==> src/rtl/bfcg_pkg.sv <==
// Shared types, constants and font tables of the bitmap font cell generator.
package bfcg_pkg;

  localparam int COORD_BITS  = 11;
  localparam int MAX_SCALE   = 8;
  localparam int GLYPH_COLS  = 3;
  localparam int GLYPH_ROWS  = 5;
  localparam int GLYPH_CELLS = GLYPH_COLS * GLYPH_ROWS;
  localparam int QUEUE_DEPTH = 2;
  localparam int CELL_IDX_W  = $clog2(GLYPH_CELLS);
  localparam int CASE_FOLD   = 32;
  localparam int NUM_DIGITS  = 10;

  typedef logic [COORD_BITS-1:0]  coord_t;
  typedef logic [GLYPH_CELLS-1:0] glyph_mask_t;
  typedef logic [3:0]             scale_t;
  typedef logic [CELL_IDX_W-1:0]  cell_idx_t;

  typedef enum logic [2:0] {
    REG_ORIGIN_X     = 3'd0,
    REG_ORIGIN_Y     = 3'd1,
    REG_CELL_SCALE   = 3'd2,
    REG_CHAR_SPACING = 3'd3,
    REG_TEXT_COLOR   = 3'd4
  } reg_index_t;

  typedef struct packed {
    coord_t     origin_x;
    coord_t     origin_y;
    scale_t     scale;
    logic [3:0] spacing;
    logic [7:0] color;
  } cfg_t;

  typedef struct packed {
    glyph_mask_t mask;
    coord_t      pen;
  } job_t;

  typedef struct packed {
    logic       valid;
    logic [5:0] idx;
  } glyph_sel_t;

  typedef struct packed {
    logic [2:0] row;
    logic [1:0] col;
  } cell_pos_t;

  function automatic coord_t sat_coord(input logic [COORD_BITS:0] v);
    return v[COORD_BITS] ? '1 : v[COORD_BITS-1:0];
  endfunction

  function automatic glyph_sel_t code_to_glyph(input logic [7:0] code);
    glyph_sel_t g;
    logic [7:0] c;
    g = '0;
    c = code;
    if (c >= 8'h61 && c <= 8'h7A) c = c - 8'(CASE_FOLD);
    if (c >= 8'h30 && c <= 8'h39) begin
      g.valid = 1'b1;
      g.idx   = 6'(c - 8'h30);
    end else if (c >= 8'h41 && c <= 8'h5A) begin
      g.valid = 1'b1;
      g.idx   = 6'(c - 8'h41) + 6'(NUM_DIGITS);
    end
    return g;
  endfunction

  // rows top to bottom, bit 2 of each row is the leftmost column
  function automatic logic [GLYPH_CELLS-1:0] glyph_rows(input logic [5:0] idx);
    logic [GLYPH_CELLS-1:0] r;
    case (idx)
      6'd0:  r = {3'd7, 3'd5, 3'd5, 3'd5, 3'd7};
      6'd1:  r = {3'd2, 3'd6, 3'd2, 3'd2, 3'd7};
      6'd2:  r = {3'd7, 3'd1, 3'd7, 3'd4, 3'd7};
      6'd3:  r = {3'd7, 3'd1, 3'd7, 3'd1, 3'd7};
      6'd4:  r = {3'd5, 3'd5, 3'd7, 3'd1, 3'd1};
      6'd5:  r = {3'd7, 3'd4, 3'd7, 3'd1, 3'd7};
      6'd6:  r = {3'd7, 3'd4, 3'd7, 3'd5, 3'd7};
      6'd7:  r = {3'd7, 3'd1, 3'd1, 3'd1, 3'd1};
      6'd8:  r = {3'd7, 3'd5, 3'd7, 3'd5, 3'd7};
      6'd9:  r = {3'd7, 3'd5, 3'd7, 3'd1, 3'd7};
      6'd10: r = {3'd7, 3'd5, 3'd7, 3'd5, 3'd5};
      6'd11: r = {3'd6, 3'd5, 3'd6, 3'd5, 3'd6};
      6'd12: r = {3'd7, 3'd4, 3'd4, 3'd4, 3'd7};
      6'd13: r = {3'd6, 3'd5, 3'd5, 3'd5, 3'd6};
      6'd14: r = {3'd7, 3'd4, 3'd6, 3'd4, 3'd7};
      6'd15: r = {3'd7, 3'd4, 3'd6, 3'd4, 3'd4};
      6'd16: r = {3'd7, 3'd4, 3'd5, 3'd5, 3'd7};
      6'd17: r = {3'd5, 3'd5, 3'd7, 3'd5, 3'd5};
      6'd18: r = {3'd7, 3'd2, 3'd2, 3'd2, 3'd7};
      6'd19: r = {3'd1, 3'd1, 3'd1, 3'd5, 3'd7};
      6'd20: r = {3'd5, 3'd5, 3'd6, 3'd5, 3'd5};
      6'd21: r = {3'd4, 3'd4, 3'd4, 3'd4, 3'd7};
      6'd22: r = {3'd5, 3'd7, 3'd7, 3'd5, 3'd5};
      6'd23: r = {3'd5, 3'd7, 3'd7, 3'd7, 3'd5};
      6'd24: r = {3'd7, 3'd5, 3'd5, 3'd5, 3'd7};
      6'd25: r = {3'd7, 3'd5, 3'd7, 3'd4, 3'd4};
      6'd26: r = {3'd7, 3'd5, 3'd5, 3'd7, 3'd3};
      6'd27: r = {3'd7, 3'd5, 3'd7, 3'd6, 3'd5};
      6'd28: r = {3'd7, 3'd4, 3'd7, 3'd1, 3'd7};
      6'd29: r = {3'd7, 3'd2, 3'd2, 3'd2, 3'd2};
      6'd30: r = {3'd5, 3'd5, 3'd5, 3'd5, 3'd7};
      6'd31: r = {3'd5, 3'd5, 3'd5, 3'd5, 3'd2};
      6'd32: r = {3'd5, 3'd5, 3'd7, 3'd7, 3'd5};
      6'd33: r = {3'd5, 3'd5, 3'd2, 3'd5, 3'd5};
      6'd34: r = {3'd5, 3'd5, 3'd2, 3'd2, 3'd2};
      6'd35: r = {3'd7, 3'd1, 3'd2, 3'd4, 3'd7};
      default: r = '0;
    endcase
    return r;
  endfunction

  function automatic cell_pos_t cell_pos(input cell_idx_t k);
    cell_pos_t p;
    p = '0;
    for (int i = 0; i < GLYPH_CELLS; i++) begin
      if (k == CELL_IDX_W'(i)) begin
        p.row = 3'(i / GLYPH_COLS);
        p.col = 2'(i % GLYPH_COLS);
      end
    end
    return p;
  endfunction

endpackage

==> src/rtl/bitmap_font_cell_generator.sv <==
// Top level of the 3x5 bitmap font cell generator: configuration registers and block wiring.
// Characters enter through a queue-style port at up to one per cycle while the job queue has
// room; spaces and codes without a glyph only move the pen and use no back-end time. Each
// drawable character becomes a job that the cell emitter turns into one result per lit font
// cell, one per cycle while the consumer takes them, so a glyph with n lit cells (7 to 13)
// yields n results; back-to-back characters follow with no gap; the emitter sets the rate.
// From idle, a character passes a queue entry, job registers and the result register.
// Results come from a one-entry output register that refills in the cycle its result is taken;
// while the consumer stalls the emitter holds.
// Configuration must be written only while idle; the block itself does not enforce it.
module bitmap_font_cell_generator (
  input  logic             clk,
  input  logic             rst,
  input  logic             push,
  output logic             full,
  input  logic [7:0]       char_code,
  input  logic             first_of_string,
  output logic             empty,
  input  logic             pop,
  output bfcg_pkg::coord_t cell_x,
  output bfcg_pkg::coord_t cell_y,
  output bfcg_pkg::scale_t cell_size,
  output logic [7:0]       cell_color,
  output logic             last_cell,
  input  logic             cfg_we,
  input  logic [2:0]       cfg_addr,
  input  bfcg_pkg::coord_t cfg_data
);
  import bfcg_pkg::*;

  coord_t     origin_x;
  coord_t     origin_y;
  scale_t     cell_scale;
  logic [3:0] char_spacing;
  logic [7:0] text_color;
  cfg_t       cfg;
  logic       q_push;
  logic       q_full;
  logic       q_pop;
  logic       q_empty;
  job_t       wr_job;
  job_t       rd_job;

  always_ff @(posedge clk) begin
    if (rst) begin
      origin_x     <= '0;
      origin_y     <= '0;
      cell_scale   <= 4'd1;
      char_spacing <= 4'd1;
      text_color   <= '0;
    end else if (cfg_we) begin
      case (reg_index_t'(cfg_addr))
        REG_ORIGIN_X:     origin_x     <= cfg_data[COORD_BITS-1:0];
        REG_ORIGIN_Y:     origin_y     <= cfg_data[COORD_BITS-1:0];
        REG_CELL_SCALE:   cell_scale   <= cfg_data[3:0];
        REG_CHAR_SPACING: char_spacing <= cfg_data[3:0];
        REG_TEXT_COLOR:   text_color   <= cfg_data[7:0];
        default: ;
      endcase
    end
  end

  always_comb begin
    cfg.origin_x = origin_x;
    cfg.origin_y = origin_y;
    cfg.spacing  = char_spacing;
    cfg.color    = text_color;
    if (cell_scale == '0) begin
      cfg.scale = 4'd1;
    end else if (cell_scale > 4'(MAX_SCALE)) begin
      cfg.scale = 4'(MAX_SCALE);
    end else begin
      cfg.scale = cell_scale;
    end
  end

  bfcg_front u_front (
    .clk             (clk),
    .rst             (rst),
    .push            (push),
    .full            (full),
    .char_code       (char_code),
    .first_of_string (first_of_string),
    .cfg             (cfg),
    .q_push          (q_push),
    .q_job           (wr_job),
    .q_full          (q_full)
  );

  bfcg_queue u_queue (
    .clk    (clk),
    .rst    (rst),
    .push   (q_push),
    .wr_job (wr_job),
    .full   (q_full),
    .pop    (q_pop),
    .rd_job (rd_job),
    .empty  (q_empty)
  );

  bfcg_back u_back (
    .clk        (clk),
    .rst        (rst),
    .cfg        (cfg),
    .q_job      (rd_job),
    .q_empty    (q_empty),
    .q_pop      (q_pop),
    .empty      (empty),
    .pop        (pop),
    .cell_x     (cell_x),
    .cell_y     (cell_y),
    .cell_size  (cell_size),
    .cell_color (cell_color),
    .last_cell  (last_cell)
  );

  a_no_queue_overflow: assert property (@(posedge clk) disable iff (rst)
    !(q_push && q_full))
    else $error("job queue written while full");

  a_no_queue_underflow: assert property (@(posedge clk) disable iff (rst)
    !(q_pop && q_empty))
    else $error("job queue read while empty");

  a_size_in_range: assert property (@(posedge clk) disable iff (rst)
    !empty |-> (cell_size != '0 && cell_size <= 4'(MAX_SCALE)))
    else $error("cell size out of range");

  a_empty_after_reset: assert property (@(posedge clk)
    $past(rst) |-> empty)
    else $error("result visible right after reset");

endmodule

==> src/rtl/bfcg_front.sv <==
// Front end: accepts characters, keeps the pen, looks up the glyph and queues draw jobs.
module bfcg_front (
  input  logic                 clk,
  input  logic                 rst,
  input  logic                 push,
  output logic                 full,
  input  logic [7:0]           char_code,
  input  logic                 first_of_string,
  input  bfcg_pkg::cfg_t       cfg,
  output logic                 q_push,
  output bfcg_pkg::job_t       q_job,
  input  logic                 q_full
);
  import bfcg_pkg::*;

  coord_t                 pen_x;
  coord_t                 pen_x_next;
  coord_t                 base;
  logic                   accept;
  logic [5:0]             step;
  logic [COORD_BITS:0]    pen_sum;
  glyph_sel_t             glyph;
  logic [GLYPH_CELLS-1:0] rows;
  glyph_mask_t            mask;

  assign full   = q_full;
  assign accept = push && !q_full;

  always_comb begin
    base    = first_of_string ? cfg.origin_x : pen_x;
    step    = 6'({cfg.scale, 1'b0}) + 6'(cfg.scale) + 6'(cfg.spacing);
    pen_sum = (COORD_BITS+1)'(base) + (COORD_BITS+1)'(step);
    pen_x_next = accept ? sat_coord(pen_sum) : pen_x;
    glyph = code_to_glyph(char_code);
    rows  = glyph_rows(glyph.idx);
    for (int k = 0; k < GLYPH_CELLS; k++) begin
      mask[k] = rows[GLYPH_CELLS-1-k];
    end
  end

  assign q_push     = accept && glyph.valid;
  assign q_job.mask = mask;
  assign q_job.pen  = base;

  always_ff @(posedge clk) begin
    if (rst) begin
      pen_x <= '0;
    end else begin
      pen_x <= pen_x_next;
    end
  end

endmodule

==> src/rtl/bfcg_queue.sv <==
// Short job queue between the front end and the cell emitter.
module bfcg_queue (
  input  logic           clk,
  input  logic           rst,
  input  logic           push,
  input  bfcg_pkg::job_t wr_job,
  output logic           full,
  input  logic           pop,
  output bfcg_pkg::job_t rd_job,
  output logic           empty
);
  import bfcg_pkg::*;

  localparam int PTR_W = (QUEUE_DEPTH > 1) ? $clog2(QUEUE_DEPTH) : 1;
  localparam int CNT_W = $clog2(QUEUE_DEPTH + 1);

  job_t             entries [QUEUE_DEPTH];
  logic [PTR_W-1:0] wr_ptr;
  logic [PTR_W-1:0] rd_ptr;
  logic [CNT_W-1:0] count;
  logic             do_push;
  logic             do_pop;

  assign full    = (count == CNT_W'(QUEUE_DEPTH));
  assign empty   = (count == '0);
  assign do_push = push && !full;
  assign do_pop  = pop && !empty;
  assign rd_job  = entries[rd_ptr];

  always_ff @(posedge clk) begin
    if (rst) begin
      wr_ptr <= '0;
      rd_ptr <= '0;
      count  <= '0;
    end else begin
      if (do_push) begin
        wr_ptr <= (wr_ptr == PTR_W'(QUEUE_DEPTH-1)) ? '0 : wr_ptr + 1'b1;
      end
      if (do_pop) begin
        rd_ptr <= (rd_ptr == PTR_W'(QUEUE_DEPTH-1)) ? '0 : rd_ptr + 1'b1;
      end
      if (do_push && !do_pop) begin
        count <= count + 1'b1;
      end else if (do_pop && !do_push) begin
        count <= count - 1'b1;
      end
    end
  end

  always_ff @(posedge clk) begin
    if (do_push) begin
      entries[wr_ptr] <= wr_job;
    end
  end

endmodule

==> src/rtl/bfcg_back.sv <==
// Cell emitter: walks the lit cells of each queued glyph and drives the result register.
module bfcg_back (
  input  logic             clk,
  input  logic             rst,
  input  bfcg_pkg::cfg_t   cfg,
  input  bfcg_pkg::job_t   q_job,
  input  logic             q_empty,
  output logic             q_pop,
  output logic             empty,
  input  logic             pop,
  output bfcg_pkg::coord_t cell_x,
  output bfcg_pkg::coord_t cell_y,
  output bfcg_pkg::scale_t cell_size,
  output logic [7:0]       cell_color,
  output logic             last_cell
);
  import bfcg_pkg::*;

  logic                active;
  glyph_mask_t         rem;
  coord_t              pen;
  logic                out_valid;
  cell_idx_t           k;
  cell_pos_t           pos;
  glyph_mask_t         onehot;
  glyph_mask_t         rem_clr;
  logic                last;
  logic                advance;
  logic                load;
  logic [COORD_BITS:0] x_sum;
  logic [COORD_BITS:0] y_sum;

  always_comb begin
    k = '0;
    for (int i = GLYPH_CELLS - 1; i >= 0; i--) begin
      if (rem[i]) k = CELL_IDX_W'(i);
    end
    pos     = cell_pos(k);
    onehot  = GLYPH_CELLS'(1) << k;
    rem_clr = rem & ~onehot;
    last    = (rem_clr == '0);
    x_sum   = (COORD_BITS+1)'(pen) + (COORD_BITS+1)'(6'(pos.col) * 6'(cfg.scale));
    y_sum   = (COORD_BITS+1)'(cfg.origin_y) + (COORD_BITS+1)'(7'(pos.row) * 7'(cfg.scale));
  end

  assign advance = active && (!out_valid || pop);
  assign load    = !active || (advance && last);
  assign q_pop   = load && !q_empty;
  assign empty   = !out_valid;

  always_ff @(posedge clk) begin
    if (rst) begin
      active    <= 1'b0;
      out_valid <= 1'b0;
    end else begin
      if (advance) begin
        out_valid <= 1'b1;
      end else if (pop) begin
        out_valid <= 1'b0;
      end
      if (q_pop) begin
        active <= 1'b1;
      end else if (advance && last) begin
        active <= 1'b0;
      end
    end
  end

  always_ff @(posedge clk) begin
    if (q_pop) begin
      rem <= q_job.mask;
      pen <= q_job.pen;
    end else if (advance) begin
      rem <= rem_clr;
    end
    if (advance) begin
      cell_x     <= sat_coord(x_sum);
      cell_y     <= sat_coord(y_sum);
      cell_size  <= cfg.scale;
      cell_color <= cfg.color;
      last_cell  <= last;
    end
  end

endmodule

==> config.mk <==
export PLATFORM = sky130hd
export DESIGN_NAME = bitmap_font_cell_generator
export DESIGN_NICKNAME = d
export VERILOG_FILES = /design/src/rtl/bfcg_pkg.sv /design/src/rtl/bitmap_font_cell_generator.sv /design/src/rtl/bfcg_front.sv /design/src/rtl/bfcg_queue.sv /design/src/rtl/bfcg_back.sv
export SDC_FILE = /design/constraint.sdc
export NUM_CORES = 1
export LEC_CHECK = 0
export ABC_AREA = 0
export BUFFER_PORTS_ARGS = -buffer_cell sky130_fd_sc_hd__buf_4
export CAP_MARGIN = 20
export CORE_AREA = 10 10 153 155
export DETAILED_ROUTE_END_ITERATION = 16
export DIE_AREA = 0 0 163 165
export MAX_ROUTING_LAYER = met4
export PLACE_DENSITY = 0.78
export SYNTH_ARGS = -nofsm -noshare
export SYNTH_HDL_FRONTEND = slang
export SYNTH_HIERARCHICAL = 1
export SYNTH_SLANG_ARGS = --single-unit
==> constraint.sdc <==
create_clock -name clk -period 7.4 [get_ports clk]
set_input_delay 0.37 -clock clk [delete_from_list [all_inputs] [get_ports clk]]
set_output_delay 0.37 -clock clk [all_outputs]
set_load 0.005 [all_outputs]
# Word level (Yosys, flattened, before mapping)
# Memory sizes are Yosys's and may differ from the RTL's. A register that Yosys moved wholly into a read port is not among the register bits.
# Cells that the tools add are included.
# op_classes
n_addsub	13
mul	2
n_lt_le_gt_ge	7
n_eq_ne	19
shift	1
n_mux	50
bitwise	2
n_reduce_logical	33
# ops
op	n
$mux 4	23
$mux 15	2
$eq 4x4->1 const B	7
$add 11x6->12	2
$mux 11	2
$eq 4x3->1 const B	4
$ge 8x7->1 const B	2
$le 8x7->1 const B	2
$and 15x15->15	1
$logic_not 15->1	1
$mux 5	3
$not 15->15	1
$shl 1x4->15 const A	1
$mux 7	2
$add 11x7->12	1
$logic_and 1x1->1	12
$mux 1	11
$reduce_and 2->1	5
$mux 3	3
$eq 4x2->1 const B	2
$ge 8x6->1 const B	1
$le 8x6->1 const B	1
$mux 8	1
$reduce_bool 2->1	4
23 further kinds	33
# totals
register_bits	116
mem_bits_rw	52
mem_bits_ro	960
inputBits	28
out_inout_bits	37
mem_count	2
# mem_list
name	words	width	read_ports	rd_ports_with_merged_regs	wr	line	source
(no name shown)	64	15	1	0	0	bfcg_pkg.sv:73	case (idx)
u_queue.entries	2	26	1	1	1	bfcg_queue.sv:17	job_t entries [QUEUE_DEPTH];

# Logic depth before layout (Yosys ltp)
# Gate-level depths: netlist of run 1.
# depth
ltp_word	32
ltp_mapped	20
depth_no_buf	19

# By module
# Netlist of run 1, hierarchy kept.
# by_module_without_submodules
mod	n_inst	cells_per_inst	area_each_um2	seq_area_each_um2
bfcg_back	1	334	3901.2	1871.8
bfcg_front	1	305	2354.8	220.2
bfcg_queue	1	106	2092.0	1661.6
bitmap_font_cell_generator	1	147	1600.3	760.7

# Worst setup path before layout of run 1
# Ideal clock, no wire load.
# synth_path
path_kind	register to register
startpoint	register u_back.rem[11]
endpoint	register u_back.cell_y[8], data pin
setup_ns	0.271
t_arrival_ns	4.545
required_time_ns	7.129
setup_slack_ns	2.583
path_stages_with_launch	18
n_path_buf	0
synth_period_minus_slack_ns	4.817
path_cell_list	edfxtp_1 -> or4_4 -> o221a_2 -> o31ai_2 -> nor2_1 -> a21oi_1 -> o22a_2 -> nor2b_1 -> fa_1 -> fa_1 -> fa_1 -> a21o_1 -> a21oi_1 -> o21bai_1 -> a21oi_1 -> nor2_1 -> nand4_1 -> nand3_1
# synth_via
elab_chain_cells	27
word_cells_on_any_way	38
classes_between	add/sub: 1; mul: 1; eq/ne: 12; mux: 24
# synth_lines
element	line	source
from (decl)	bfcg_back.sv:20	glyph_mask_t rem;
from (signal assigned)	bfcg_back.sv:71	rem <= q_job.mask;
from (signal assigned)	bfcg_back.sv:74	rem <= rem_clr;
$mux 4 (*) (12 in a row)	bfcg_back.sv:36	if (rem[i]) k = CELL_IDX_W'(i);
$eq 4x2->1	bfcg_pkg.sv:119	if (k == CELL_IDX_W'(i)) begin
$mux 3 (3 in a row)	bfcg_pkg.sv:119	
$mux 4 (6 in a row)	bfcg_pkg.sv:119	
$mux 5 (2 in a row)	bfcg_pkg.sv:119	
$mux 5 (*)	bfcg_pkg.sv:119	
$mul 3x4->7 (*)	bfcg_back.sv:43	y_sum = (COORD_BITS+1)'(cfg.origin_y) + (COORD_BITS+1)'(7'(pos.row) * 7'(cfg.scale));
$add 11x7->12 (*)	bfcg_back.sv:43	
to (signal assigned)	bfcg_back.sv:78	cell_y <= sat_coord(y_sum);
to (decl)	bfcg_back.sv:12	output bfcg_pkg::coord_t cell_y,
# Mark *: on every way between the ends. The rest lies on a longest branch, timed or not.
# A chain may end at the register's enable or synchronous reset.

# Worst setup path after layout of run 1
# layout_path
startpoint	register u_back.rem[11]
endpoint	register u_back.cell_y[0], data pin
# The elaborated chain is that of the path after synthesis.

==> qor.tcl, run 1 <==
set qor(crit_path_setup_slack_layout_ps) 2090
set qor(worst_pin_slew_ps) 1010
set qor(met2_wl_post_dr_um) 9720
set qor(die_y_um) 165
set qor(synth_flop_cell) {sky130_fd_sc_hd__edfxtp_1}
set qor(fin_clk_skew_ps) 12.2
set qor(core_um2) 20200
set qor(worstReg2RegEnd) {u_back/cell_y[0]$_SDFFCE_PP1P_}
set qor(ys_ff_latch) 169
set qor(grt_max_degree) 69
set qor(placedCellCount) 1191
set qor(die_area_um2) 26900
set qor(worst-path-max-fanout) 8
set qor(post_route_ant_nets) 0
set qor(tns_ps) 0
set qor(cellPowerDensity_nw_per_um2) 228
set qor(drt_pass1_iterations) 7
set qor(antenna_cells) 0
set qor(pre_cts_slack_ps) 2120
set qor(vias_per_cell) 5.71
set qor(slew-limit-headroom) 0.325
set qor(dr_total_vias) 6985
set qor(drt_iter0_drc) 724
set qor(critical_path.max_stage_delay_ps) 590
set qor(io_buffers) 64
set qor(dr_wl_met3_um) 1120
set qor(netlist.top_cell.by_area) {sky130_fd_sc_hd__edfxtp_1}
set qor(io_pins) 65
set qor(post-cts-setup-buffers) 0
set qor(clk_root_buffer_cell) {sky130_fd_sc_hd__clkbuf_16}
set qor(start_util) 0.493
set qor(tritoncts) {built}
set qor(grt_antenna_before_repair) 0
set qor(floorplan.die.width_um) 163
set qor(synthArstFlopShare) 0
set qor(layout_min_cycle_time_ps) 5310
set qor(synthesis.area_per_instance_um2) 11.2
set qor(ys.warnings.count) 6
set qor(timing.hold.worst.start) {cfg_data[0]}
set qor(cellLeakagePower_uw) 0.00447
set qor(first_pass_grt_wire_length_um) 34700
set qor(min_delay_worst_endpoint) {char_spacing[0]$_SDFFE_PP1P_}
set qor(synth_enable_flop_cells) 113
set qor(number_of_clock_buffers_inserted_by_tritoncts) 17
set qor(core.rowCount) 52
set qor(drv_cap) 0
set qor(post-synth-top-count-cell) {sky130_fd_sc_hd__edfxtp_1}
set qor(highest-signal-layer) {met4}
set qor(worstSetupStartpointType) {flop}
set qor(place_hpwl_um) 15300
set qor(syn_nets) 977
set qor(gr-usage-all-layers) 0.163
set qor(clock_insertion_delay_worst_skew_ps) 430
set qor(syn-cell-area_um2) 9950
set qor(crit_family) {compound AO/OA/AOI/OAI gates}
set qor(worstPathRequired_ps) 7570
set qor(run_status) {finished, final reports clean}
set qor(max-clock-path-buffers) 2
set qor(fraction_of_final_layout_cells_with_drive_strength_greater_than_1) 0.199
set qor(worst_path_class_setup) {flop to flop}
set qor(totalPowerFinal_uw) 2540
set qor(maxSlewViolCount) 0
set qor(remaining_drc_errors) 0
set qor(cts-htree-levels) 4
set qor(synth.top_cell.area_share) 0.341
set qor(worstPathCellList) {or4_4, o221a_2, o31ai_2, nor2_1, a21oi_1, o22a_2, nor2b_1, fa_1, fa_1, fa_1, a21o_1, a21oi_1, o21bai_1, a21oi_1, nor2_1, nand4_1, nand2b_1}
set qor(clkSinkCount) 169
set qor(timing.fmax_mhz) 188
set qor(wl_um) 21100
set qor(post_drt_wl_per_cell_um) 17.3
set qor(setup_viol) 0
set qor(non_filler_cells_in_the_finished_layout) 1224
set qor(synth-seq-area-share) 0.454
set qor(regToRegStartpoint) {u_back/rem[11]$_DFFE_PP_}
set qor(number_of_buffer_and_inverter_instances_along_the_worst_setup_path) 0
set qor(vias_in_the_first_global_route) 6810
set qor(nNetsFinal) 1026
set qor(min-delay-path-class) {primary input to flop}
set qor(r2r_cells) 17
set qor(post_synth_inst_count) 892
set qor(post_synth_main_area_contributors) {sky130_fd_sc_hd__edfxtp_1, sky130_fd_sc_hd__dfxtp_1, sky130_fd_sc_hd__mux2i_1}
set qor(met1_length_um) 10000
set qor(grt_setup_unrepaired) {no}
set qor(place_congestion) 0.952
set qor(synth_cell_types) 103
set qor(timing.critical_path.to_type) {flop}
set qor(cts-resized-gates) 0
set qor(cts.clk_slew.worst_paths_ps) 70
set qor(hold_buffers) 0
set qor(ys_top_cells_by_count) {sky130_fd_sc_hd__edfxtp_1, sky130_fd_sc_hd__inv_1, sky130_fd_sc_hd__nand2b_1}
set qor(fin_crit_sh) 0.717
set qor(hold-path-cell-count) 3
set qor(total_global_routing_overflow) 0
set qor(worst-r2r-setup-slack_ps) 2090
set qor(critical-path-slowest-cell) {sky130_fd_sc_hd__or4_4}
set qor(report.final.hold_viol_count) 0
set qor(arr_time_crit_path_ps) 5480
set qor(ir_worst_vdd_mv) 0.174
set qor(layout_overhead_on_the_synthesized_area_pct) 11.9
-- logic make-up after synthesis --
kind of cell    after synthesis  share of synthesized area
flops                       169                      0.454
buf+inv                     105                     0.0531
xor+xnor                     19                     0.0167
simple gates                268                      0.153
fa+ha+maj                    58                     0.0870
mux                          95                      0.103
compound gates              178                      0.134
-- through the flow --
step | hold WS [ps] | utilization | area, µm²
6_report | 222 | 0.552 | 11100
5_1_grt | 241 | 0.552 | 11100
4_1_cts | 210 | 0.551 | 11100
3_5_place_dp | 419 | 0.522 | 10500
3_3_place_gp | 415 | 0.522 | 10500
2_1_floorplan | 409 | - | 9950
-- registers in the layout (all words and copies together), names as in the netlist, named ones only --
register           flops
u_queue/count          2
origin_y              11
origin_x              11
u_back/last_cell       1
u_back/cell_size       4
u_back/out_valid       1
u_queue/wr_ptr         1
u_back/cell_x         11
text_color             8
u_back/rem            15
u_back/cell_color      8
u_queue/rd_ptr         1
u_back/pen            11
char_spacing           4
cell_scale             4
u_back/active          1
u_back/cell_y         11
u_front/pen_x         11
u_queue/entries       52
-- cell type report --
class	instances	area, µm²
fillers	1718	9030
multi-input cells	618	4910
flip-flops and latches	169	4510
repair buffers	71	541
clock buffers	18	439
well taps	270	338
inverters	64	240
clock inverters	14	150
-- cell usage in the layout, fill, tap and decap left out, types with 19 or more instances in the layout --
master | netlist | final
sky130_fd_sc_hd__fa_1 | 19 | 19
sky130_fd_sc_hd__mux2_2 | 42 | 42
sky130_fd_sc_hd__mux2i_1 | 49 | 49
sky130_fd_sc_hd__buf_4 | 7 | 70
sky130_fd_sc_hd__dfxtp_1 | 56 | 56
sky130_fd_sc_hd__nor2_1 | 52 | 52
sky130_fd_sc_hd__ha_1 | 38 | 38
sky130_fd_sc_hd__nand2b_1 | 57 | 57
sky130_fd_sc_hd__nand2_1 | 46 | 46
sky130_fd_sc_hd__inv_1 | 62 | 62
sky130_fd_sc_hd__edfxtp_1 | 113 | 113
sky130_fd_sc_hd__a21oi_1 | 46 | 46
-- worst max path at each step --
stage,from,to,slack [ps],cells after the start
final,u_back/rem[11]$_DFFE_PP_,u_back/cell_y[0]$_SDFFCE_PP1P_,2090,17
after detailed placement,u_back/rem[7]$_DFFE_PP_,u_back/cell_x[2]$_SDFFCE_PP1P_,2120,15
after CTS,u_back/rem[11]$_DFFE_PP_,u_back/cell_y[0]$_SDFFCE_PP1P_,2110,17
after floorplan,u_back/rem[11]$_DFFE_PP_,u_back/cell_y[8]$_SDFFCE_PP1P_,2580,17
after global routing,u_back/rem[7]$_DFFE_PP_,u_back/cell_x[4]$_SDFFCE_PP1P_,1680,15
after global placement,u_back/rem[7]$_DFFE_PP_,u_back/cell_x[0]$_SDFFCE_PP1P_,2230,15
-- worst register-to-register path, delay by kind of cell (launching register included) --
| family | cells | cell delay, ps |
|---|---|---|
| flops | 1 | 450 |
| simple gates | 6 | 1270 |
| compound gates | 8 | 1880 |
| fa+ha+maj | 3 | 1470 |
-- per-layer routing --
| layer | vias up | GRT usage |
|---|---|---|
| li1 | 3360 | - |
| met1 | 3360 | 0.217 |
| met2 | 237 | 0.244 |
| met3 | 28 | 0.0361 |
| met4 | 0 | 0.0467 |
| met5 | - | - |
-- where the power goes --
group | leakage (µW) | switching, µW | internal (µW) | total (µW)
clock network | 0.000291 | 406 | 460 | 866
logic | 0.00268 | 284 | 215 | 498
registers | 0.00150 | 66.3 | 1110 | 1180
total | 0.00447 | 756 | 1790 | 2540
No activity file was read; power rests on OpenSTA's default activity.
==> run 2, diff against run 1 <==
- ABC_AREA: 0 -> 1
- CORE_AREA: 10 10 153 155 -> 10 10 152 154
- DIE_AREA: 0 0 163 165 -> 0 0 162 164
- clock period: 7.4 -> 5.2 ns (I/O delays scaled with it)
==> qor.tcl, run 2 <==
set qor(die_y_um) 164 ;# -0.61%
set qor(vias_in_the_first_global_route) 7184 ;# +5.5%
set qor(netlist.top_cell.by_area) {sky130_fd_sc_hd__edfxtp_1}
set qor(fin_clk_skew_ps) 9.92 ;# -2.24 ps
set qor(antenna_cells) 0 ;# unchanged
set qor(clk_root_buffer_cell) {sky130_fd_sc_hd__clkbuf_16}
set qor(pre_cts_slack_ps) 496 ;# -1620 ps
set qor(mostFrequentLayoutCell) {sky130_fd_sc_hd__nand2_1}
set qor(top_register) {u_queue/entries}
set qor(wl_um) 20000 ;# -5.2%
set qor(min-delay-path-class) {primary input to flop}
set qor(ys.warnings.count) 6 ;# unchanged
set qor(tns_ps) 0 ;# unchanged
set qor(drt_iter0_drc) 626 ;# -14%
set qor(core.rowCount) 52 ;# unchanged
set qor(synth_enable_flop_cells) 113 ;# unchanged
set qor(worst_hold_slack_across_all_endpoints_ps) 57.1 ;# -165 ps
set qor(drv_cap) 0 ;# unchanged
set qor(vias_per_cell) 5.08 ;# -11%
set qor(fillers) 1797 ;# +4.6%
set qor(grt_max_degree) 39 ;# -43%
set qor(synthesis.area_per_instance_um2) 8.64 ;# -23%
set qor(post_synth_inst_count) 1147 ;# +29%
set qor(worstSetupStartpointType) {flop}
set qor(number_of_clock_buffers_inserted_by_tritoncts) 17 ;# unchanged
set qor(io_buffers) 64 ;# unchanged
set qor(cts-resized-gates) 0 ;# unchanged
set qor(cts-htree-levels) 4 ;# unchanged
set qor(max-clock-path-buffers) 2 ;# unchanged
set qor(grt_setup_unrepaired) {no}
set qor(hold_buffers) 0 ;# unchanged
set qor(slew-limit-headroom) 0.338 ;# +0.0130
set qor(tritoncts) {built}
set qor(layout_overhead_on_the_synthesized_area_pct) 13.0
set qor(synth_cell_types) 50 ;# -51%
set qor(worstReg2RegEnd) {u_back/cell_y[1]$_SDFFCE_PP1P_}
set qor(die_area_um2) 26600 ;# -1.2%
set qor(regToRegStartpoint) {u_back/rem[2]$_DFFE_PP_}
set qor(dr_total_vias) 7577 ;# +8.5%
set qor(run_status) {finished, final reports clean}
set qor(cellLeakagePower_uw) 0.00507 ;# +14%
set qor(worst_pin_slew_ps) 988 ;# -23.1 ps
set qor(largest_registers) {u_queue/entries x52, u_back/rem x15}
set qor(report.final.hold_viol_count) 0 ;# unchanged
set qor(floorplan.die.width_um) 162 ;# -0.61%
set qor(endpoint) {u_back/cell_y[1]$_SDFFCE_PP1P_}
set qor(total_global_routing_overflow) 0 ;# unchanged
set qor(synth-seq-area-share) 0.456 ;# +0.00178
set qor(post-cts-setup-buffers) 0 ;# unchanged
set qor(arr_time_crit_path_ps) 4890 ;# -590 ps
set qor(non_filler_cells_in_the_finished_layout) 1493 ;# +22%
set qor(timing.critical_path.to_type) {flop}
set qor(worstPathRequired_ps) 5380 ;# -2190 ps
set qor(layout_min_cycle_time_ps) 4710 ;# -598 ps
set qor(setup_viol) 0 ;# unchanged
set qor(ff_latch_area_um2) 4510 ;# unchanged
set qor(drt_pass1_iterations) 5 ;# -2
set qor(post-synth-top-count-cell) {sky130_fd_sc_hd__nand2_1}
set qor(io_pins) 65 ;# unchanged
set qor(clock_insertion_delay_worst_skew_ps) 430 ;# about the same
set qor(place_hpwl_um) 14900 ;# -2.5%
set qor(worst-r2r-setup-slack_ps) 490 ;# -1600 ps
set qor(fraction_of_final_layout_cells_with_drive_strength_greater_than_1) 0.167 ;# -0.0324
set qor(largest_register_ffs) 52 ;# unchanged
set qor(syn-cell-area_um2) 9910 ;# -0.39%
set qor(critical_path.startpoint) {u_back/rem[2]$_DFFE_PP_}
set qor(synth_flop_cell) {sky130_fd_sc_hd__edfxtp_1}
set qor(grt_antenna_before_repair) 0 ;# unchanged
set qor(post_drt_wl_per_cell_um) 13.4 ;# -22%
set qor(core_um2) 20000 ;# -0.65%
set qor(crit_path_setup_slack_layout_ps) 491 ;# -1600 ps
set qor(clkSinkCount) 169 ;# unchanged
set qor(ir_worst_vdd_mv) 0.243 ;# +40%
set qor(post_route_ant_nets) 0 ;# unchanged
set qor(cellPowerDensity_nw_per_um2) 327 ;# +43%
set qor(multi_input_area_um2) 4520 ;# -8.0%
set qor(syn_nets) 1232 ;# +26%
set qor(place_congestion) 0.885 ;# -7.0%
set qor(post_synth_main_area_contributors) {sky130_fd_sc_hd__edfxtp_1, sky130_fd_sc_hd__dfxtp_1, sky130_fd_sc_hd__nand2_1}
set qor(remaining_drc_errors) 0 ;# unchanged
set qor(cts.clk_slew.worst_paths_ps) 70 ;# about the same
set qor(placedCellCount) 1460 ;# +23%
set qor(gr-usage-all-layers) 0.157 ;# -0.00551
set qor(fin_crit_sh) 0.906 ;# +0.188
set qor(worst-path-max-fanout) 7 ;# -1
set qor(start_util) 0.495 ;# +0.00127
set qor(ys_top_cells_by_count) {sky130_fd_sc_hd__nand2_1, sky130_fd_sc_hd__inv_1, sky130_fd_sc_hd__nor2_1}
set qor(timing.fmax_mhz) 212 ;# +13%
set qor(synth.top_cell.area_share) 0.342 ;# +0.00134
set qor(nNetsFinal) 1295 ;# +26%
set qor(timing.hold.worst.start) {cfg_data[0]}
set qor(most-common-layout-cells) {sky130_fd_sc_hd__nand2_1, sky130_fd_sc_hd__inv_1, sky130_fd_sc_hd__nor2_1}
set qor(synthArstFlopShare) 0 ;# unchanged
set qor(ys_ff_latch) 169 ;# unchanged
set qor(worst_path_class_setup) {flop to flop}
set qor(maxSlewViolCount) 0 ;# unchanged
set qor(fin_util) 0.559 ;# +0.00677
set qor(first_pass_grt_wire_length_um) 33400 ;# -3.6%
set qor(r2r_cells) 20 ;# +3
run 2: cell types whose count changed after synthesis, moves of 24 or more:
cell,change
sky130_fd_sc_hd__mux2_2,-36
sky130_fd_sc_hd__nand2_1,+213
sky130_fd_sc_hd__inv_1,+96
sky130_fd_sc_hd__o21ai_0,+24
sky130_fd_sc_hd__nor2_1,+86
sky130_fd_sc_hd__nand3_1,+89
sky130_fd_sc_hd__mux2i_1,-49
sky130_fd_sc_hd__nand2b_1,-57
run 2: worst min path at each step:
stage,to,slack [ps],cells past startpoint
finish,cell_scale[0]$_SDFFE_PP1P_,60,3
global route,cell_scale[0]$_SDFFE_PP1P_,60,3
floorplan,u_back/active$_SDFFE_PP0P_,330,1
detailed placement,u_back/cell_color[2]$_DFFE_PP_,420,0
CTS,cell_scale[0]$_SDFFE_PP1P_,40,3
global placement,u_back/cell_color[4]$_DFFE_PP_,410,0
run 2: per-stage QoR:
| stage | power (µW) | instance area (µm²) |
|---|---|---|
| after floorplan | 2200 | 9910 |
| after global placement | 2390 | 10600 |
| after detailed placement | 2400 | 10600 |
| after CTS | 3680 | 11200 |
| after global routing | 3870 | 11200 |
| final | 3670 | 11200 |
run 2: cell type report:
type                    instances  share of cell area
multi-input cells             775               0.404
flip-flops and latches        169               0.403
well taps                     270              0.0302
inverters                     175              0.0587
clock buffers                  17              0.0380
clock inverters                15              0.0165
repair buffers                 72              0.0501
run 2: critical path, stage by stage, from the launching register on:
cell	delay, ps
sky130_fd_sc_hd__edfxtp_1	430
sky130_fd_sc_hd__nor2_1	200
sky130_fd_sc_hd__nand2_2	140
sky130_fd_sc_hd__nor2_1	120
sky130_fd_sc_hd__inv_1	80
sky130_fd_sc_hd__nor2_1	240
sky130_fd_sc_hd__nor2_4	80
sky130_fd_sc_hd__inv_2	80
sky130_fd_sc_hd__nor2_4	40
sky130_fd_sc_hd__a31oi_1	320
sky130_fd_sc_hd__nor2_1	110
sky130_fd_sc_hd__fa_1	470
sky130_fd_sc_hd__fa_1	520
sky130_fd_sc_hd__fa_1	480
sky130_fd_sc_hd__a21oi_1	150
sky130_fd_sc_hd__o21bai_1	100
sky130_fd_sc_hd__a21oi_1	140
sky130_fd_sc_hd__nor2_1	50
sky130_fd_sc_hd__nor2_1	240
sky130_fd_sc_hd__nor2_1	160
sky130_fd_sc_hd__or2_2	300
run 2: cell families (layout without fill, tap and decap cells):
| group | Yosys count | after routing | synth area share |
|---|---|---|---|
| simple gates | 578 | 578 | 0.260 |
| buf+inv | 203 | 279 | 0.0889 |
| flops | 169 | 169 | 0.456 |
| compound gates | 98 | 98 | 0.0577 |
| fa+ha+maj | 57 | 57 | 0.0864 |
| mux | 26 | 26 | 0.0371 |
| xor+xnor | 16 | 16 | 0.0141 |
run 2: metal layers:
layer / GRT usage / vias to the layer above / share of wire
met1: 0.194 / 3464 / 0.45
li1: - / 3853 / -
met2: 0.253 / 223 / 0.47
met3: 0.0318 / 37 / 0.061
met4: 0.0554 / 0 / 0.020
met5: - / - / 0
run 2: report_power, final:
group | total (µW) | switching, µW | internal [µW]
Sequential | 1630 | 47.4 | 1580
Clock | 1280 | 556 | 727
Combinational | 754 | 478 | 276
==> run 3, diff against run 2 <==
- CTS_CLUSTER_DIAMETER: default -> 200
- MAX_ROUTING_LAYER: met4 -> default
==> qor.tcl, run 3 (synthesis gave the netlist of run 2 again) <==
set qor(die_area_um2) 26600 ;# unchanged
set qor(number_of_clock_buffers_inserted_by_tritoncts) 17 ;# unchanged
set qor(vias_per_cell) 5.05 ;# -0.41%
set qor(maxSlewViolCount) 0 ;# unchanged
set qor(core.rowCount) 52 ;# unchanged
set qor(cts.clk_slew.worst_paths_ps) 70 ;# about the same
set qor(gr-usage-all-layers) 0.154 ;# -0.00277
set qor(slew-limit-headroom) 0.322 ;# -0.0165
set qor(number_of_buffer_and_inverter_instances_along_the_worst_setup_path) 4 ;# +2
set qor(layout_overhead_on_the_synthesized_area_pct) 12.6
set qor(totalPowerFinal_uw) 3640 ;# -0.78%
set qor(largest_registers) {u_queue/entries x52, u_back/rem x15}
set qor(fillers) 1774 ;# -1.3%
set qor(first_pass_grt_wire_length_um) 33700 ;# +0.83%
set qor(min_delay_worst_endpoint) {cell_scale[0]$_SDFFE_PP1P_}
set qor(core_um2) 20000 ;# unchanged
set qor(worst-r2r-setup-slack_ps) 430 ;# -60 ps
set qor(tns_ps) 0 ;# unchanged
set qor(clk_root_buffer_cell) {sky130_fd_sc_hd__clkbuf_16}
set qor(worstPathCellList) {nor2_1, nand2_2, nor2_1, inv_1, nor2_1, nor2_4, inv_2, nor2_4, a31oi_2, nor2_1, fa_1, inv_1, fa_1, inv_1, ha_1, a21oi_1, o21bai_1, a21oi_1, nor2_1, nor2_1, nor2_1, or2_2}
set qor(ir_worst_vdd_mv) 0.244 ;# about the same
set qor(drt_iter0_drc) 659 ;# +5.3%
set qor(min-delay-path-class) {primary input to flop}
set qor(grt_setup_unrepaired) {no}
set qor(crit_family) {simple AND/OR/NAND/NOR gates}
set qor(post_route_ant_nets) 0 ;# unchanged
set qor(io_pins) 65 ;# unchanged
set qor(die_y_um) 164 ;# unchanged
set qor(post-cts-setup-buffers) 0 ;# unchanged
set qor(setup_viol) 0 ;# unchanged
set qor(grt_max_degree) 39 ;# unchanged
set qor(timing.critical_path.to_type) {flop}
set qor(place_hpwl_um) 15100 ;# +1.3%
set qor(crit_top_cell) {sky130_fd_sc_hd__nor2_1}
set qor(critical_path.max_stage_delay_ps) 520 ;# about the same
set qor(post_drt_wl_per_cell_um) 13.5 ;# +0.53%
set qor(layout_min_cycle_time_ps) 4770 ;# +60.4 ps
set qor(clkSinkCount) 169 ;# unchanged
set qor(wl_um) 20100 ;# +0.46%
set qor(cellPowerDensity_nw_per_um2) 326 ;# -0.39%
set qor(top_register) {u_queue/entries}
set qor(largest_register_ffs) 52 ;# unchanged
set qor(remaining_drc_errors) 0 ;# unchanged
set qor(report.final.hold_viol_count) 0 ;# unchanged
set qor(grt_antenna_before_repair) 0 ;# unchanged
set qor(run_status) {finished, final reports clean}
set qor(critical-path-slowest-cell) {sky130_fd_sc_hd__fa_1}
set qor(regToRegStartpoint) {u_back/rem[2]$_DFFE_PP_}
set qor(clock_insertion_delay_worst_skew_ps) 430 ;# about the same
set qor(drt_pass1_iterations) 5 ;# unchanged
set qor(floorplan.die.width_um) 162 ;# unchanged
set qor(drv_cap) 0 ;# unchanged
set qor(fin_crit_sh) 0.917 ;# +0.0116
set qor(most-common-layout-cells) {sky130_fd_sc_hd__nand2_1, sky130_fd_sc_hd__inv_1, sky130_fd_sc_hd__nor2_1}
set qor(non_filler_cells_in_the_finished_layout) 1492 ;# -0.067%
set qor(mostFrequentLayoutCell) {sky130_fd_sc_hd__nand2_1}
set qor(worstSetupStartpointType) {flop}
set qor(vias_in_the_first_global_route) 7168 ;# -0.22%
set qor(worst-path-max-fanout) 7 ;# unchanged
set qor(timing.fmax_mhz) 210 ;# -1.3%
set qor(hold-path-cell-count) 3 ;# unchanged
set qor(cellLeakagePower_uw) 0.00505 ;# -0.36%
set qor(placedCellCount) 1460 ;# unchanged
set qor(io_buffers) 64 ;# unchanged
set qor(worstPathRequired_ps) 5380 ;# about the same
set qor(arr_time_crit_path_ps) 4950 ;# +60 ps
set qor(total_global_routing_overflow) 0 ;# unchanged
set qor(worstReg2RegEnd) {u_back/cell_y[1]$_SDFFCE_PP1P_}
set qor(worst_pin_slew_ps) 1010 ;# +24.6 ps
set qor(tritoncts) {built}
set qor(r2r_cells) 22 ;# +10%
set qor(cts-htree-levels) 4 ;# unchanged
set qor(fraction_of_final_layout_cells_with_drive_strength_greater_than_1) 0.167 ;# about the same
set qor(max-clock-path-buffers) 2 ;# unchanged
set qor(worst_path_class_setup) {flop to flop}
set qor(dr_total_vias) 7541 ;# -0.48%
set qor(nNetsFinal) 1294 ;# -0.077%
set qor(start_util) 0.495 ;# unchanged
set qor(place_congestion) 0.881 ;# -0.53%
set qor(timing.hold.worst.start) {cfg_data[0]}
set qor(antenna_cells) 0 ;# unchanged
set qor(fin_clk_skew_ps) 10.6 ;# +0.717 ps
[run 3: cell count changes in the layout (fill, tap and decap cells not counted), sizes merged]
cell | before | now
buf | 72 | 71
[run 3: area by class of cell]
class | count | area [µm²] | share of cell area
Inverter | 175 | 657 | 0.0589
Timing Repair Buffer | 71 | 533 | 0.0478
Sequential cell | 169 | 4510 | 0.405
Multi-Input combinational cell | 775 | 4530 | 0.406
Clock buffer | 17 | 425 | 0.0381
Tap cell | 270 | 338 | 0.0303
Clock inverter | 15 | 163 | 0.0146
[run 3: repair_timing]
item / CTS / global route
hold endpoints to repair: 0 / 0
hold buffers: 0 / 0
gates resized for setup: 0 / 1
setup endpoints to repair: 0 / 5
[run 3: worst max-delay path by stage]
stage / from / end / slack [ps] / cells past startpoint
final: u_back/rem[2]$_DFFE_PP_ / u_back/cell_y[1]$_SDFFCE_PP1P_ / 430 / 22
after global routing: u_back/rem[2]$_DFFE_PP_ / u_back/cell_y[1]$_SDFFCE_PP1P_ / 20 / 22
after CTS: u_back/rem[2]$_DFFE_PP_ / u_back/cell_y[1]$_SDFFCE_PP1P_ / 350 / 22
after detailed placement: u_back/rem[3]$_DFFE_PP_ / u_back/cell_y[1]$_SDFFCE_PP1P_ / 450 / 20
after global placement: u_back/rem[2]$_DFFE_PP_ / u_back/cell_y[2]$_SDFFCE_PP1P_ / 660 / 20
after floorplan: u_back/rem[2]$_DFFE_PP_ / u_back/cell_y[2]$_SDFFCE_PP1P_ / 920 / 20
[run 3: where the power goes]
part | leakage [µW] | switching, µW | internal, µW | total [µW]
clock network | 0.000290 | 536 | 717 | 1250
logic | 0.00327 | 479 | 275 | 754
registers | 0.00149 | 48.9 | 1580 | 1630
total | 0.00505 | 1060 | 2570 | 3640
[run 3: worst min-delay path: cells and delay by family]
| kind | cells | cell delay, ps |
|---|---|---|
| buf+inv | 1 | 100 |
| simple gates | 2 | 100 |
[run 3: per-stage QoR]
stage               cell area [µm²]  worst slack, ps   util  hold WS (ps)
finish                        11200              431  0.557          56.6
global placement              10600              659  0.527           413
global route                  11200             23.4  0.557          65.1
floorplan                      9910              919      -           329
CTS                           11100              347  0.556          43.2
detailed placement            10600              447  0.527           417
[run 3: routing by layer]
| layer | wire [µm] | GRT usage |
|---|---|---|
| met1 | 9100 | 0.199 |
| met2 | 9440 | 0.253 |
| met3 | 1180 | 0.0293 |
| met4 | 396 | 0.0579 |
| met5 | 0 | 0 |
